[src/hw/rtl/bb_merge.sv]
module bb_merge (
  input  logic        clk,
  input  logic        rst,
  input  logic        load,
  input  logic [7:0]  blue,
  input  logic [7:0]  green,
  input  logic [7:0]  red,
  input  logic        last,
  output logic        free,
  output logic        m_axis_tvalid,
  input  logic        m_axis_tready,
  output logic [31:0] m_axis_tdata,
  output logic        m_axis_tlast
);

  assign free = !m_axis_tvalid || m_axis_tready;

  always_ff @(posedge clk) begin
    if (rst) begin
      m_axis_tvalid <= 1'b0;
    end else if (load) begin
      m_axis_tvalid <= 1'b1;
    end else if (m_axis_tready) begin
      m_axis_tvalid <= 1'b0;
    end
  end

  always_ff @(posedge clk) begin
    if (load) begin
      m_axis_tdata <= {7'd0, 1'b0, red, green, blue};
      m_axis_tlast <= last;
    end
  end

endmodule

[config.mk]
export PLATFORM = sky130hd
export DESIGN_NAME = bb_merge
export DESIGN_NICKNAME = d
export VERILOG_FILES = /design/src/hw/rtl/bb_merge.sv
export SDC_FILE = /design/constraint.sdc
export NUM_CORES = 1
export LEC_CHECK = 0
export BUFFER_PORTS_ARGS = -buffer_cell sky130_fd_sc_hd__buf_2
export CORE_MARGIN = 5
export CORE_UTILIZATION = 38
export DETAILED_ROUTE_END_ITERATION = 12
export GPL_ROUTABILITY_DRIVEN = 0
export GPL_TIMING_DRIVEN = 0
export PLACE_DENSITY = 0.76
export SLEW_MARGIN = 20
export SYNTH_ARGS = -nofsm -noshare
export SYNTH_HDL_FRONTEND = slang
export SYNTH_SLANG_ARGS = --single-unit
[constraint.sdc]
create_clock -name clk -period 0.8 [get_ports clk]
set_input_delay 0.16 -clock clk [delete_from_list [all_inputs] [get_ports clk]]
set_output_delay 0.16 -clock clk [all_outputs]
set_load 0.02 [all_outputs]
## Word-level counts from Yosys, hierarchy flattened

Index checks and enable logic that the tools add are counted.

- Bits in read-only memories: 0
- Flip-flop bits (word level): 26
- Input bits: 29
- Word-level logic and storage cells: 8
- RAM bits: 0
- Output and inout port bits: 35
- Bits in latches: 0
- Memories: 0

- Multiplexer cells: 2
- $add $sub $neg: 0
- Reduce and logical (&&, ||, !) cells: 3
- Shift operators: 0
- Divide/modulo/power cells: 0
- Bitwise gates (word level): 0
- Order comparisons: 0
- Equality and inequality tests: 0
- Multiply operators: 0

Operators with widths:

| kind | number |
|---|---|
| $mux W1 | 2 |
| $reduce_bool A2 Y1 | 1 |
| $logic_not A1 Y1 | 1 |
| $logic_or A1 B1 Y1 | 1 |

## Depth between registers and ports, before layout

- Word-level depth: 2
- Depth in mapped cells: 2
- Gate-level depth less buffers: 2

## Worst setup path before layout

OpenSTA, ideal clock, no wires.

- Path kind: reg-to-reg
- From: reg, netlist name m_axis_tvalid
- To: reg m_axis_tvalid
- Arrival: 0.707 ns
- Path buffers: 0
- Data required time: 0.734 ns
- Clock period less this slack: 0.774 ns
- Stages on the path, launching flop included: 3
- Library setup time: 0.066 ns
- Slack: 0.026 ns
- Cell sequence: dfxtp_1 > nand2b_4 > a21oi_2

RTL lines:

| what | RTL line | text |
|---|---|---|
| end signal, assigned | 20 | `m_axis_tvalid <= 1'b0;` |
| end signal, assigned | 22 | `m_axis_tvalid <= 1'b1;` |
| end signal, assigned | 24 | `m_axis_tvalid <= 1'b0;` |
| end, declared | 10 | `output logic m_axis_tvalid,` |

## Worst setup path after layout

- From: reg m_axis_tdata[5]
- To: out m_axis_tdata[5]

RTL lines:

| what | RTL line | text |
|---|---|---|
| start, declared | 12 | `output logic [31:0] m_axis_tdata,` |
| start signal, assigned | 30 | `m_axis_tdata <= {7'd0, 1'b0, red, green, blue};` |

No word-level cell between the ends.

==> results list <==
- Layout cells sized above 1: between 50% and 60%
- TritonCTS Sinks: 26
- Detailed routing inserted a total of just under 600 vias.
- Yosys attributes the largest share of cell area to sky130_fd_sc_hd__edfxtp_1, sky130_fd_sc_hd__buf_4, sky130_fd_sc_hd__dfxtp_1.
- For this run, global-route usage on met3 was measured as between 4 and 5%.
* Global route total overflow: 0
* Clock slew at the register clock pins of the worst setup and hold paths: between 0.1 and 0.15 ns
- Sum of internal, switching and leakage power: 0.002683 W
- Number of diodes: 0
- Count of state elements after synthesis: 26
* Endpoints failing setup: 27
- Wirelength, routed: roughly 1800 um
- CTS built an H-tree with a depth of 1.
* Worst reg2reg path depth: 2
- Count of boundary I/O pins: 64
* Core region area: roughly 2200 sq um
- For the pin with the worst max-slew slack, the measured transition is approximately 0.53 ns.
* Post-detailed-placement cell area: between 1000 and 1500 sq um
- In the final routed layout, each cell accounts on average for roughly 13 um.
* RSZ-0062 raised after global routing: yes
- In this run the critical register-to-register path is launched from m_axis_tvalid$_SDFFE_PP0P_.
- By instance count, the leading cell after synthesis is sky130_fd_sc_hd__edfxtp_1.
- Number of iterations in the first detailed-routing pass: 3
- For the worst-skew pair, the clock arrives at the later sink with an insertion delay of approximately 0.3 ns.
- CTS tree: built
* Syn avg cell area: roughly 23 sq um
- For this run, asynchronously set or reset flops after synthesis account for 0%.
- Crit end category: primary output
- Capturing point of the worst reg2reg path: m_axis_tvalid$_SDFFE_PP0P_
- Floorplan die area: roughly 3300 sq um
- The min-delay analysis places its worst path in the category in -> reg.
- The via count of the first global-routing pass is 528.
- The first global-routing pass estimated 2518 um of wire.
- Number of antenna violations at the first check in global routing: 0
* Detailed-route DRC error count: 0
- Count of distinct cell types in the synthesized netlist: 7
* Peak-usage layer in the global routing report: met2
- Maximum number of buffers from clock root to sink: 2
- Worst setup endpoint: m_axis_tdata[5]
- Met1 Resource Use GR: 11.08%
- Number of gates on the worst path with buffers counted: 1
* Port Buf Inserts: 55
- Headroom to the max-slew limit came out at between 60% and 70%.
* Violated checks: setup timing
- For this run, the number of standard cells in the final layout without fillers is roughly 140.
- The area growth from synthesis to layout is 66.72%.
* Post-DRT Antenna Nets: 0
- Total area of multi-input combinational cells: 52.55 sq um
- Synthesis handed over a netlist of 38 instances.
- After detailed routing, the number of vias per cell comes to approximately 4.0.
* Largest area contributor in the netlist: sky130_fd_sc_hd__edfxtp_1
- Clock root cell: sky130_fd_sc_hd__clkbuf_4
- The flow ran to the end, but the final reports show violations.
- Derived from the worst setup path, the maximum achievable clock frequency is around 970 MHz.
- For the finished layout, the period the worst path requires is slightly above 1 ns.
* Crit-path slowest cell: sky130_fd_sc_hd__edfxtp_1
* Number of hold violations in the final report: 0
- Dominant synthesized flop cell: sky130_fd_sc_hd__edfxtp_1
* Effective utilization at floorplan: about two fifths
- Final setup margin: -0.2346 ns
* Number of violations of the max-capacitance limit: 0
- Entering global routing, the biggest net connects 27 pins.
* GRT Util Overall: between 10% and 20%
- Among cell families on the critical path, the largest total delay comes from flip-flops.
* Clk_skew: 0 ns
* Summed area of non-filler cells in the final layout: around 1400 sq um
- Yosys Warn Count: 0
- HP Start: blue[7]
- Global Route met2 Usage: approximately 17%
- EDFF count, synth: 25
- Nature of the critical path startpoint: flop
* Worst Setup Path Type: reg -> out
* Ratio of final minimum period to clock period: 129.3%
* Largest voltage drop on the vdd net: ~950 uV
- Power spread over the standard cell area amounts to ~1900 nW/um^2.
- Aggregate negative setup slack: -5.664 ns
- By count the netlist is led by sky130_fd_sc_hd__edfxtp_1, sky130_fd_sc_hd__buf_4.
- Die boundary width: between 50 and 60 um
- The most critical setup path has its startpoint at m_axis_tdata[5]$_DFFE_PP_.
* Buffers & Inverters on Critical Path: 1
- Number of placed cells counting well taps: between 100 and 150
- Detailed router's first-iteration violation count: 14
- In this run the worst path has a maximum fanout of 1.
* Sequential element share of the synthesized area: between 80% and 90%
- In this run the post-CTS setup repair buffer count came out at 0.
* Arrival time at the worst endpoint: 0.87 ns
- Area taken by flip-flops and latches: about 770 sq um
* Required @ worst endpoint: roughly 0.64 ns
- The filler cells instantiated in the layout total 170.
- After synthesis the cells add up to ~860 sq um.
- Slew Limit Fails: 0
* Site row count: 17
* Slack of the worst reg-to-reg path: around 0.18 ns
* Fraction of synthesized cell area taken by the top area cell type: 87.21%
- Net count of the finished layout: 146
* Leakage component of the power: 0.6490 nW
- TritonCTS created 3 clock buffers.
* Vertical die dimension: between 50 and 60 um
- The critical path goes through buf_2.
- On the worst path, the slowest cell contributes a delay of approximately 0.4 ns.
==> layer usage <==
| layer | wire length, um | share of wire (%) |
|---|---|---|
| met3 | 234 | 13 |
| met1 | 683 | 37 |
| met5 | 0 | 0 |
| met2 | 917 | 50 |
| met4 | 7 | 0.38 |
==> through the flow <==
step	worst slack, ns	utilization [%]	hold slack, ns
2_1_floorplan	0.02649	-	0.2224
3_3_place_gp	-0.1630	54.65	0.3218
3_5_place_dp	-0.1872	54.65	0.3248
4_1_cts	-0.2508	57.80	0.006946
5_1_grt	-0.2886	65.51	-0.001361
6_report	-0.2346	65.51	0.02429
==> registers in the layout, indices dropped and copies added (netlist names) <==
register	cells
m_axis_tlast	1
m_axis_tvalid	1
m_axis_tdata	24
==> kinds of logic (layout without fill, tap and decap cells) <==
logic type,count (synthesis),count (layout),share of synthesized area [%]
simple gates,1,1,1.598
compound gates,1,1,1.018
other cells,1,8,0.4356
buf+inv,9,80,7.413
flops,26,26,89.53
==> how the worst min path moves through the flow <==
stage	to	slack (ns)	cells after the start
2_1_floorplan	m_axis_tvalid$_SDFFE_PP0P_	0.22	1
3_3_place_gp	m_axis_tvalid$_SDFFE_PP0P_	0.32	2
3_5_place_dp	m_axis_tvalid$_SDFFE_PP0P_	0.32	2
4_1_cts	m_axis_tdata[4]$_DFFE_PP_	0.007	1
5_1_grt	m_axis_tdata[1]$_DFFE_PP_	-0.001	1
6_report	m_axis_tdata[7]$_DFFE_PP_	0.02	1
==> where the power goes <==
| group | internal [W] | switching, W |
|---|---|---|
| combinational | 0.000247 | 0.000266 |
| clock | 0.000182 | 0.000342 |
| sequential | 0.00161 | 0.0000382 |
| total | 0.00204 | 0.000646 |
==> area by class of cell <==
class,count,share of cell area [%]
sequential,26,53.97
timing repair buffer,67,33.65
buffer,8,4.185
multi-input combinational,10,3.662
tap,28,2.441
clock buffer,3,1.569
clock inverter,1,0.2616
inverter,1,0.2616
==> cells in the final DEF, fill, tap and decap left out, drive strengths merged <==
| cell type | count |
|---|---|
| clkinv | 1 |
| edfxtp | 25 |
| dfxtp | 1 |
| nand2b | 1 |
| a21oi | 1 |
| conb | 8 |
| inv | 1 |
| clkbuf | 3 |
| buf | 63 |
| dlygate4sd3 | 12 |
==> repair_timing <==
action / in CTS / in global routing
pin swaps: 0 / 0
hold endpoints to repair: 1 / 11
hold buffers: 1 / 11
resized for setup: 11 / 19
setup endpoints to repair: 27 / 27
(Power assumes the default switching activity.)
