--- config.mk ---
export PLATFORM = sky130hd
export DESIGN_NAME = bb_lane
export DESIGN_NICKNAME = d
export VERILOG_FILES = /design/src/hw/rtl/bb_pkg.sv /design/src/hw/rtl/bb_lane.sv
export SDC_FILE = /design/constraint.sdc
export NUM_CORES = 1
export LEC_CHECK = 0
export ABC_AREA = 1
export CAP_MARGIN = 0
export CORE_UTILIZATION = 58
export CTS_CLUSTER_SIZE = 30
export DETAILED_ROUTE_END_ITERATION = 10
export DONT_BUFFER_PORTS = 1
export PLACE_DENSITY_LB_ADDON = 0.25
export SLEW_MARGIN = 15
export SYNTH_ARGS = -nofsm -noshare
export SYNTH_HDL_FRONTEND = slang
export SYNTH_SLANG_ARGS = --single-unit
--- constraint.sdc ---
create_clock -name clk -period 2.1 [get_ports clk]
set_clock_uncertainty 0.2 [all_clocks]
set_input_delay 0.105 -clock clk [delete_from_list [all_inputs] [get_ports clk]]
set_output_delay 0.105 -clock clk [all_outputs]
set_load 0.01 [all_outputs]
--- src/hw/rtl/bb_pkg.sv ---
package bb_pkg;

  localparam int COORD_W = 14;
  localparam int MAX_HEIGHT = 4096;
  localparam int PIX_W = 24;

  typedef enum logic [1:0] {
    REG_RADIUS = 2'd0,
    REG_WIDTH  = 2'd1,
    REG_HEIGHT = 2'd2,
    REG_NONE   = 2'd3
  } reg_index_t;

  typedef enum logic [2:0] {
    ST_IDLE,
    ST_SETUP,
    ST_SWEEP,
    ST_DRAIN,
    ST_DIVS,
    ST_DIVW,
    ST_EMIT
  } state_t;

  typedef struct packed {
    logic clr;
    logic add;
    logic start;
  } lane_ctrl_t;

endpackage

--- src/hw/rtl/bb_lane.sv ---
module bb_lane #(
  parameter int SUM_W = 17,
  parameter int CNT_W = 9
) (
  input  logic                 clk,
  input  logic                 rst,
  input  bb_pkg::lane_ctrl_t   ctrl,
  input  logic [7:0]           sample,
  input  logic [CNT_W-1:0]     count,
  output logic [7:0]           mean,
  output logic                 done
);

  localparam int STEP_W = $clog2(SUM_W + 1);

  logic [SUM_W-1:0]  dvd;
  logic [CNT_W-1:0]  rem;
  logic [STEP_W-1:0] steps;
  logic              busy;
  logic [CNT_W:0]    trial;
  logic              fits;

  assign trial = {rem, dvd[SUM_W-1]};
  assign fits  = trial >= {1'b0, count};
  assign mean  = dvd[7:0];

  always_ff @(posedge clk) begin
    if (rst) begin
      busy <= 1'b0;
      done <= 1'b0;
    end else if (ctrl.clr) begin
      busy <= 1'b0;
      done <= 1'b0;
      dvd  <= '0;
    end else if (ctrl.add) begin
      dvd <= dvd + SUM_W'(sample);
    end else if (ctrl.start) begin
      busy  <= 1'b1;
      done  <= 1'b0;
      rem   <= '0;
      steps <= STEP_W'(SUM_W);
    end else if (busy) begin
      rem   <= fits ? CNT_W'(trial - {1'b0, count}) : trial[CNT_W-1:0];
      dvd   <= {dvd[SUM_W-2:0], fits};
      steps <= steps - 1'b1;
      if (steps == STEP_W'(1)) begin
        busy <= 1'b0;
        done <= 1'b1;
      end
    end
  end

endmodule

Word level (Yosys, flattened, before mapping)
Index checks and enable logic that the tools add are counted.
Operators by class
  multiplexer cells: 12
  reduce and logical (&&, ||, !) cells: 7
  equality and inequality tests: 2
  order comparisons: 1
  add/sub/neg operators: 3
  bitwise logic cells: 3
Operators by type and width (number)
  17-bit two-way mux: 3
  9-bit two-way mux: 2
  17-bit by 8-bit adder with 17-bit output: 1
  10-bit by 9-bit >= comparator with 1-bit output: 1
  9-bit subtractor: 1
  1-bit two-way mux: 6
  3-bit AND reduction: 2
  5-bit by 1-bit equality test with 1-bit output, second input constant: 1
  5-bit two-way mux: 1
  5-bit by 1-bit subtractor with 5-bit output, second input constant: 1
  4-bit AND reduction: 1
  2-bit nonzero test: 2
  3-bit by 1-bit != test with 1-bit output, second input constant: 1
  1-bit inverter: 3
  3-bit nonzero test: 1
  2-bit OR reduction: 1
Storage, ports and cells
  input bits: 22
  output and inout bits: 9
  register bits: 33

Longest topological paths before layout
  word-level depth: 4
  gate-level depth with buffers: 13

Least setup slack after synthesis
OpenSTA, ideal clock, no wires.
  kind: register -> register
  from: reg dvd[0]
  to: reg dvd[6] (data pin)
  path slack: -0.001 ns
  arrival: 1.648 ns
  required time: 1.647 ns
  cell stages (with the launch flop): 10
  cells stage by stage: edfxtp_1 ha_1 fa_1 nand2_1 nand2_1 nand3b_1 nand2_1 or2_2 nand3_1 nand2_1
Between the ends
  longest elaborated chain between the ends: 2
Ends and longest elaborated chain
  start: declaration: line bb_lane.sv:16  | logic [SUM_W-1:0] dvd;
  start signal: assignment: line bb_lane.sv:36  | dvd <= dvd + SUM_W'(sample);
  start signal: assignment: line bb_lane.sv:44  | dvd <= {dvd[SUM_W-2:0], fits};
  17-bit by 8-bit adder with 17-bit output: line bb_lane.sv:36
  17-bit two-way mux: line bb_lane.sv:35  | end else if (ctrl.add) begin
No other way between the ends.
A chain may end at the register's enable or synchronous reset.

Worst setup path in the final report
  from: reg dvd[16]
  to: reg rem[3] (data pin)
Between the ends
  longest elaborated chain between the ends: 3
  elaborated cells between the ends (all ways): 4
Ends and longest elaborated chain
  9-bit subtractor / 10-bit by 9-bit >= comparator with 1-bit output (equally long branches): line bb_lane.sv:43, bb_lane.sv:24
  9-bit two-way mux *: line bb_lane.sv:43  | rem <= fits ? CNT_W'(trial - {1'b0, count}) : trial[CNT_W-1:0];
  9-bit two-way mux *: line bb_lane.sv:42  | end else if (busy) begin
  end signal: assignment: line bb_lane.sv:43
  end: declaration: line bb_lane.sv:17  | logic [CNT_W-1:0] rem;
Mark *: on every way between the ends. The rest lies on a longest branch, timed or not. The select of a mux whose other input is x is not followed.

==> impl_metrics.toml <==
[yosys]
synthesis.area_um2 = 2760
synthCells = 385
ys.warnings.count = 0
ys_seq_elements = 33
synth_flop_cell = "edfxtp_1"
syn_avg_cell_area_um2 = 7.169
yosysSeqAreaShare_pct = 35.18
synth_cell_type_count = 30
ys_async_sr_fraction_pct = 0
synth_edf_count = 31
synth_nets = 428

[sta]
tightest_slew_ps = 690.9
fin_crit_ps = 2152
setup_slack_ps = -51.85
fin_crit_sh_pct = 102.5
setup_viol = 10
rsz0062_at_grt = "yes"
fin_setup_tns_ps = -350.5
holdWs_ps = 15.00
fmax_mhz = 464.7
slew_headroom_pct = 53.77
hold_viol = 0
drv_slew = 0

[floorplanning]
fp-row-count = 24
core_area_um2 = 4474
die_y_um = 70.99
chipWidth_um = 70.99
die_area_um2 = 5039
ios = 31
start_util_pct = 61.69

[final_layout]
area_growth_pct = 27.29
mostFrequentLayoutCells = "nand2_1, inv_1, nor2_1"
nNetsFinal = 459
drive_gt1_share_pct = 26.14
seqCellArea_um2 = 970.9
fin_area_um2 = 3513
multi_input_area_um2 = 1815
fillers = 297
layout_commonest_cell = "nand2_1"
num_antenna_cells = 0

[detailed_routing]
drt-vias-per-instance = 5.663
first_iter_violations = 193
routed_wl_mm = 7.183
dr.pass1.iters = 8
drc_errors = 2
vias = 2656
drt.antenna.violating_nets = 0
wire_per_inst_um = 15.32

[cts]
cts_root_buffer = "clkbuf_8"
clk_path_buf_depth = 2
cts_sinks = 33
cts_buffers = 5
clk_latency_ps = 290
htree_levels = 2
clk_pin_slew_worst_paths_ps = 70
cts_tree = "built"

[setup_path]
cp_data_required_time_ps = 1950
start_kind = "register"
r2r-end = "rem[3]"
arrival_ps = 2000
critical_path_class = "reg2reg"
reg2regPathDepth = 9
r2r_start = "dvd[16]"
critPathCaptureType = "register"
rrSetupSlack_ps = -50
cp_max_fo = 5

[outcome]
outcome = "complete, but fails checks"
violations = "DRC, setup timing"

[power_and_ir_drop]
p_leak_nw = 1.640
p_per_area_nw_per_um2 = 552.2
p_total_w = 0.001940
peakVddDrop_uv = 416.5

[placed_design]
port_buffers = 0
placed_cell_area_um2 = 2925
place.detailed.hpwl_mm = 4.487
dpl_worst_slack_ps = -54.11
gp_congestion = 0.9477

[min_path]
hold-path-endpoint = "dvd[1]"
hold_class = "in2reg"
min_path_cells = 2
min_from = "sample[1]"

[global_routing]
grt_pass1_wl_mm = 10.32
grt_max_degree = 18
antenna_found_initial = 0
grt_overflow_total = 0
grt_pass1_vias = 2306
grt_use_total_pct = 26.32

[job]
cap_violations = 0
[worst max-delay path by stage]
stage                     slack, ps     end  depth (start not counted)    start
after floorplan                  20  dvd[6]                          9   dvd[0]
after global routing           -130  rem[8]                         12  dvd[16]
after global placement        -0.05  rem[6]                         12  dvd[16]
after CTS                         3  rem[6]                         12  dvd[16]
after detailed placement        -50  rem[6]                         12  dvd[16]
final                           -50  rem[3]                          9  dvd[16]
[critical path: stages, from the launching register on]
cell and delay, ps:
edfxtp_1 410, inv_2 100, ha_4 130, inv_2 40, fa_2 430, nand3_2 100
nand4_4 170, clkbuf_16 210, nor2_2 70, nor2_1 50
[report_power, final]
group	internal, W	switching (W)
combinational	0.000239	0.000314
clock	0.000350	0.000244
sequential	0.000763	0.0000300
total	0.00135	0.000587
[timing repair]
item / 4_1_cts / 5_1_grt
gates cloned: 0 / 1
resized for setup: 3 / 62
pin swaps: 2 / 17
hold buffers: 7 / 0
hold endpoints to repair: 14 / 0
buffers inserted: 2 / 6
setup endpoints to repair: 12 / 21
[metrics by stage]
stage          util (%)  instances
6_report          78.52        469
5_1_grt           78.52        469
4_1_cts           69.83        462
3_5_place_dp      65.38        445
3_3_place_gp      65.38        445
2_1_floorplan         -        385
[area by class of cell]
type	instances	area share (%)
multi-input cells	280	51.67
clock inverters	2	0.9615
clock buffers	6	2.066
flip-flops and latches	33	27.64
inverters	60	6.410
well taps	52	1.852
repair buffers	36	9.402
[kinds of logic (layout without fill, tap and decap cells)]
| group | after synthesis | count (layout) | share of synthesized area [%] |
|---|---|---|---|
| flops | 33 | 33 | 35.18 |
| xor+xnor | 5 | 5 | 1.587 |
| buf+inv | 72 | 104 | 11.15 |
| compound gates | 32 | 32 | 6.619 |
| fa+ha+maj | 21 | 21 | 10.06 |
| simple gates | 222 | 222 | 35.40 |
[flip-flops by register name (all words and copies together), names as in the netlist]
name,count
rem,9
dvd,17
busy,1
steps,5
done,1
[synthesized netlist by cell type, types with 2 or more instances]
library cell / count / share of area (%)
xnor2_1: 2 / 0.63
or2_2: 4 / 0.91
a21oi_1: 18 / 3.3
edfxtp_1: 31 / 34
a21oi_2: 2 / 0.63
buf_4: 8 / 2.2
nor2_1: 38 / 5.2
nand3b_1: 4 / 1.1
nand2_1: 117 / 16
ha_1: 19 / 8.6
xor2_1: 3 / 0.95
nor2_2: 9 / 2.0
fa_1: 2 / 1.5
o21ai_0: 8 / 1.5
nand2_2: 2 / 0.45
nand4_1: 2 / 0.45
inv_1: 59 / 8.0
dfxtp_1: 2 / 1.5
nand3_1: 36 / 6.5
clkbuf_1: 3 / 0.41
nor3_1: 7 / 1.3
[per-layer routing]
metal  global-route usage, %  part of all wire [%]  up-vias
met5                       0                     0        -
met2                   45.51                    52      119
met4                   7.556                   2.4        0
li1                        -                     -     1294
met1                   33.52                    39     1224
met3                   5.271                   6.9       19
No activity file was read; power rests on OpenSTA's default activity.
